--- config.mk ---
export PLATFORM = sky130hd
export DESIGN_NAME = pcd_ctrl
export DESIGN_NICKNAME = d
export VERILOG_FILES = /design/src/pcd_pkg.sv /design/src/pcd_ctrl.sv
export SDC_FILE = /design/constraint.sdc
export NUM_CORES = 1
export LEC_CHECK = 0
export BUFFER_PORTS_ARGS = -buffer_cell sky130_fd_sc_hd__buf_2
export CAP_MARGIN = 15
export CORE_AREA = 2 2 46 48
export DETAILED_ROUTE_END_ITERATION = 16
export DIE_AREA = 0 0 48 50
export RECOVER_POWER = 25
export SYNTH_ARGS = -nofsm -noshare
export SYNTH_HDL_FRONTEND = slang
export SYNTH_SLANG_ARGS = --single-unit
--- constraint.sdc ---
create_clock -name clk -period 2.9 [get_ports clk]
set_input_delay 0.435 -clock clk [delete_from_list [all_inputs] [get_ports clk]]
set_output_delay 0.435 -clock clk [all_outputs]
set_load 0.03 [all_outputs]
--- src/pcd_pkg.sv ---
// ----------------------------------------------------------------------------
// pcd_pkg
// Types, codes and constants shared by the path curve detector modules.
// ----------------------------------------------------------------------------
package pcd_pkg;

	localparam int CORDIC_STEPS = 24;
	localparam int CORDIC_W     = 60;
	localparam int ITER_W       = 5;
	localparam int RANGE_W      = 17;
	localparam logic [RANGE_W-1:0] RANGE_MAX = 17'h1FFFF;

	localparam logic [14:0] RST_ENTER     = 15'd2048;
	localparam logic [14:0] RST_EXIT      = 15'd1024;
	localparam logic [4:0]  RST_STEPS     = 5'd4;
	localparam logic [15:0] RST_DEF_SPEED = 16'd1000;
	localparam logic [15:0] RST_MIN_SPEED = 16'd300;
	localparam logic [15:0] RST_DEF_FRONT = 16'd500;
	localparam logic [15:0] RST_DEF_REAR  = 16'd300;
	localparam logic [15:0] RST_MIN_RANGE = 16'd200;

	typedef enum logic [2:0] {
		CFG_ENTER, CFG_EXIT, CFG_STEPS, CFG_DEF_SPEED,
		CFG_MIN_SPEED, CFG_DEF_FRONT, CFG_DEF_REAR, CFG_MIN_RANGE
	} cfg_idx_t;

	typedef enum logic [1:0] {
		TURN_STRAIGHT = 2'd0,
		TURN_RIGHT    = 2'd1,
		TURN_LEFT     = 2'd2
	} turn_t;

	typedef enum logic [1:0] {
		DIV_SPEED = 2'd0,
		DIV_FRONT = 2'd1,
		DIV_REAR  = 2'd2
	} div_sel_t;

	typedef enum logic [4:0] {
		ST_IDLE, ST_LOAD, ST_C_INIT, ST_C_RUN, ST_C_END, ST_POST, ST_FLUSH,
		ST_FINISH, ST_M_INIT, ST_M_RUN, ST_M_END, ST_T_RUN, ST_MUL1, ST_MUL2,
		ST_MUL3, ST_D_INIT, ST_D_RUN, ST_D_END, ST_OUT
	} state_t;

	typedef struct packed {
		logic signed [31:0] pos_x;
		logic signed [31:0] pos_y;
		logic signed [15:0] heading;
		logic               last_point;
	} in_item_t;

	typedef struct packed {
		logic signed [15:0]   raw_score;
		logic signed [15:0]   smoothed_score;
		logic [1:0]           turn_side;
		logic [15:0]          speed;
		logic [RANGE_W-1:0]   front_right_range;
		logic [RANGE_W-1:0]   front_left_range;
		logic [RANGE_W-1:0]   rear_right_range;
		logic [RANGE_W-1:0]   rear_left_range;
		logic                 last_result;
	} out_item_t;

	typedef struct packed {
		logic signed [31:0] x;
		logic signed [31:0] y;
		logic [15:0]        hdg;
	} pt_t;

	typedef struct packed {
		logic load;
		logic point_put;
		logic cordic_init;
		logic cordic_step;
		logic score_store;
		logic flush_begin;
		logic finish;
		logic med_init;
		logic med_step;
		logic med_end;
		logic step_step;
		logic mul1;
		logic mul2;
		logic mul3;
		logic div_init;
		logic div_store;
		logic out_write;
	} cmd_t;

	typedef struct packed {
		logic full;
		logic flushing;
		logic fin;
		logic flush_more;
		logic win_full;
		logic scnt_zero;
		logic cordic_last;
		logic med_last;
		logic step_last;
		logic div_last;
		logic div_sel_last;
		logic out_free;
	} stat_t;

	// atan(2^-i), 2^31 = pi
	function automatic logic [31:0] atan_lut(input logic [ITER_W-1:0] i);
		logic [31:0] v;
		case (i)
			5'd0:  v = 32'd536870912;
			5'd1:  v = 32'd316933406;
			5'd2:  v = 32'd167458907;
			5'd3:  v = 32'd85004756;
			5'd4:  v = 32'd42667331;
			5'd5:  v = 32'd21354465;
			5'd6:  v = 32'd10679838;
			5'd7:  v = 32'd5340245;
			5'd8:  v = 32'd2670163;
			5'd9:  v = 32'd1335087;
			5'd10: v = 32'd667544;
			5'd11: v = 32'd333772;
			5'd12: v = 32'd166886;
			5'd13: v = 32'd83443;
			5'd14: v = 32'd41722;
			5'd15: v = 32'd20861;
			5'd16: v = 32'd10430;
			5'd17: v = 32'd5215;
			5'd18: v = 32'd2608;
			5'd19: v = 32'd1304;
			5'd20: v = 32'd652;
			5'd21: v = 32'd326;
			5'd22: v = 32'd163;
			5'd23: v = 32'd81;
			default: v = 32'd0;
		endcase
		return v;
	endfunction

endpackage

--- src/pcd_ctrl.sv ---
// ----------------------------------------------------------------------------
// pcd_ctrl
// Sequencer: steps the datapath through load, scoring, median, step search,
// divisions and result write-back.
// ----------------------------------------------------------------------------
module pcd_ctrl import pcd_pkg::*; (
	input  logic  clk,
	input  logic  arst_n,
	input  logic  in_valid,
	output logic  in_ready,
	input  stat_t st,
	output cmd_t  cmd
);
	state_t state_q, state_d;

	always_ff @(posedge clk or negedge arst_n) begin
		if (!arst_n) begin
			state_q <= ST_IDLE;
		end else begin
			state_q <= state_d;
		end
	end

	always_comb begin
		state_d = state_q;
		case (state_q)
			ST_IDLE:   if (in_valid) state_d = ST_LOAD;
			ST_LOAD:   state_d = st.full ? ST_C_INIT : ST_POST;
			ST_C_INIT: state_d = ST_C_RUN;
			ST_C_RUN:  if (st.cordic_last) state_d = ST_C_END;
			ST_C_END:  state_d = ST_POST;
			ST_POST: begin
				if (!st.flushing) begin
					if (st.win_full)  state_d = ST_M_INIT;
					else if (st.fin)  state_d = ST_FLUSH;
					else              state_d = ST_IDLE;
				end else begin
					if (st.flush_more)     state_d = ST_C_INIT;
					else if (st.scnt_zero) state_d = ST_FINISH;
					else                   state_d = ST_M_INIT;
				end
			end
			ST_FLUSH:  state_d = ST_POST;
			ST_FINISH: state_d = ST_IDLE;
			ST_M_INIT: state_d = ST_M_RUN;
			ST_M_RUN:  if (st.med_last) state_d = ST_M_END;
			ST_M_END:  state_d = ST_T_RUN;
			ST_T_RUN:  if (st.step_last) state_d = ST_MUL1;
			ST_MUL1:   state_d = ST_MUL2;
			ST_MUL2:   state_d = ST_MUL3;
			ST_MUL3:   state_d = ST_D_INIT;
			ST_D_INIT: state_d = ST_D_RUN;
			ST_D_RUN:  if (st.div_last) state_d = ST_D_END;
			ST_D_END:  state_d = st.div_sel_last ? ST_OUT : ST_D_INIT;
			ST_OUT:    if (st.out_free) state_d = ST_POST;
			default:   state_d = ST_IDLE;
		endcase
	end

	always_comb begin
		cmd             = '0;
		in_ready        = 1'b0;
		case (state_q)
			ST_IDLE: begin
				in_ready = 1'b1;
				cmd.load = in_valid;
			end
			ST_LOAD:   cmd.point_put   = 1'b1;
			ST_C_INIT: cmd.cordic_init = 1'b1;
			ST_C_RUN:  cmd.cordic_step = 1'b1;
			ST_C_END:  cmd.score_store = 1'b1;
			ST_FLUSH:  cmd.flush_begin = 1'b1;
			ST_FINISH: cmd.finish      = 1'b1;
			ST_M_INIT: cmd.med_init    = 1'b1;
			ST_M_RUN:  cmd.med_step    = 1'b1;
			ST_M_END:  cmd.med_end     = 1'b1;
			ST_T_RUN:  cmd.step_step   = 1'b1;
			ST_MUL1:   cmd.mul1        = 1'b1;
			ST_MUL2:   cmd.mul2        = 1'b1;
			ST_MUL3:   cmd.mul3        = 1'b1;
			ST_D_INIT: cmd.div_init    = 1'b1;
			ST_D_END:  cmd.div_store   = 1'b1;
			ST_OUT:    cmd.out_write   = st.out_free;
			default: begin
			end
		endcase
	end

endmodule

==> metrics.yaml <==
path_clk_slew_ps: 50
grt_pass1_wl_um: 2890
grt_pass1_vias: 705
fin_nets: 138
largest_register: "state_q"
gp_congestion: 0.799
pre_cts_ws_ps: 813
critPathArrivalTime_ps: 1790
area_growth_pct: 31.5
grt_antenna_before_repair: 0
synthCells: 91
clock_sinks: 5
met3_length_um: 127
cts_resized: 0
criticalPathCategory: "flip-flop to output pin"
min_path_type: "input port to async pin"
syn_area_um2: 631
worst_slew_pin_slew_ps: 616
regToRegSetupSlack_ps: 810
min_period_ps: 2220
cts.path.max_buffers: 2
synth-seq-area-share: 0.198
cts_inserted_buffers: 3
viasPerCell: 5.23
drtPass1Iterations: 5
grt_overflow: 0
fillers: 209
antenna_cells: 0
largestRegisters: "state_q x5"
initial_utilization: 0.332
io_pins: 33
routed_wl_um: 1910
ys_seq_elements: 5
hold_viol: 0
initialDrtViolationCount: 30
status: "complete, no violations"
rsz0062_at_grt: "no"
clk_latency_ps: 240
dr.max_layer_used: "met4"
cts_max_level: 1
async_flop_share: 1.00
drive_above_1_share: 0.311
wl_met1_um: 901
dp_hpwl_um: 1460
core_region_area_um2: 1900
hold_buffers: 1
cp-end-kind: "output pin"
setup_viol_count_final: 0
grt_max_degree: 21
ys.flop_type: "dfrtp_1"
die_w_um: 48
ys_types: 37
ys_warn_count: 0
synth_nets: 106
synth-edff-count: 0
cts_root_buf: "clkbuf_4"
worstPathMaxFanout: 20
cts_setup_buffers: 0
slew_viol_final: 0
clock_skew_ps: 3.76
grt_usage: 0.162
largest_register_ffs: 5
irDropWorstVdd_mv: 0.384
drc: 0
die_h_um: 50
num_rows: 16
numPortBuffers: 32
powerDensity_nw_per_um2: 967
max_freq_ghz: 0.450
dieArea_um2: 2400
crit_required_ps: 2470
dr_total_vias: 779
wl_per_cell_um: 12.8
fin_crit_sh: 0.767
routed-wl-met2_um: 861
power.leakage_nw: 0.404
startpoint_type: "flip-flop"
syn_avg_cell_area_um2: 6.93
ant_nets: 0
fin_ws_ps: 676
setup_tns_ps: 0
max-cap-violations: 0
cts_tree: "built"
relSlewSlack: 0.589
final_util: 0.436
## cells in the final DEF (no fill, tap or decap), drive strengths merged, types with 3 or more instances in the layout
master and n:
clkbuf 5, o21ai 3, nand2b 4, nor2b 4, a21oi 3, inv 5, mux2i 3, nor3 6
nor2 19, buf 31, dfrtp 5, nand2 7
## per-layer routing
layer,vias to the layer above,GRT usage
met5,-,0
met3,2,0.0586
met1,346,0.218
li1,389,-
met4,0,0.0315
met2,42,0.244
## synthesized netlist by cell type (all sizes together) (2+ instances only)
library cell  number  area (µm²)
buf                5        26.3
o21ai              3        15.0
nor2b              4        25.0
inv                5        18.8
nor4               2        12.5
mux2i              3        30.0
a31oi              2        18.8
a211o              2        17.5
a22oi              2        15.0
nand2b             4        25.0
dfrtp              5         125
nor3               6        30.0
a21oi              3        15.0
nor2              19        71.3
o22ai              2        12.5
nand4              2        12.5
nand2              7        26.3
## through the flow
stage,area (µm²),cells,power [W],hold WS [ps]
after global placement,795,144,0.000716,249
after global routing,830,149,0.000874,604
after floorplan,631,91,0.000597,139
after detailed placement,795,144,0.000719,250
final,830,149,0.000802,566
after CTS,831,149,0.000802,528
## logic make-up (layout without fill, tap and decap cells)
family          Yosys count  in the layout  synth area share
simple gates             50             50             0.391
buf+inv                  11             42            0.0774
flops                     5              5             0.198
compound gates           21             21             0.268
mux                       4              4            0.0655
## critical path: stages (launching register included)
cell	delay (ps)
dfrtp_1	600
or3_1	460
nor2_1	150
and2_1	150
buf_2	190
## path summary, 6_finish.rpt
path | startpoint | endpoint | cells past startpoint
worst max-delay path | state_q[4] | cmd[16] | 4
worst min-delay path | arst_n | state_q[1] | 2
worst min register to register | state_q[0] | state_q[0] | 1
worst max register to register | state_q[4] | state_q[0] | 5
min in group clk | st[0] | state_q[4] | 4
max in group asynchronous | arst_n | state_q[3] | 2
## where the power goes
group          internal (W)  switching [W]
Clock             0.0000520      0.0000283
Combinational      0.000196       0.000336
Sequential        0.0000967      0.0000932
Total              0.000345       0.000457
## area by class of cell
cell class	instances	area, µm²	area share
clock buffer	4	26.3	0.0317
inverter	5	18.8	0.0226
multi-input combinational	75	457	0.551
sequential	5	125	0.151
tap	27	33.8	0.0407
timing repair buffer	33	169	0.204
No activity file was read; power rests on OpenSTA's default activity.
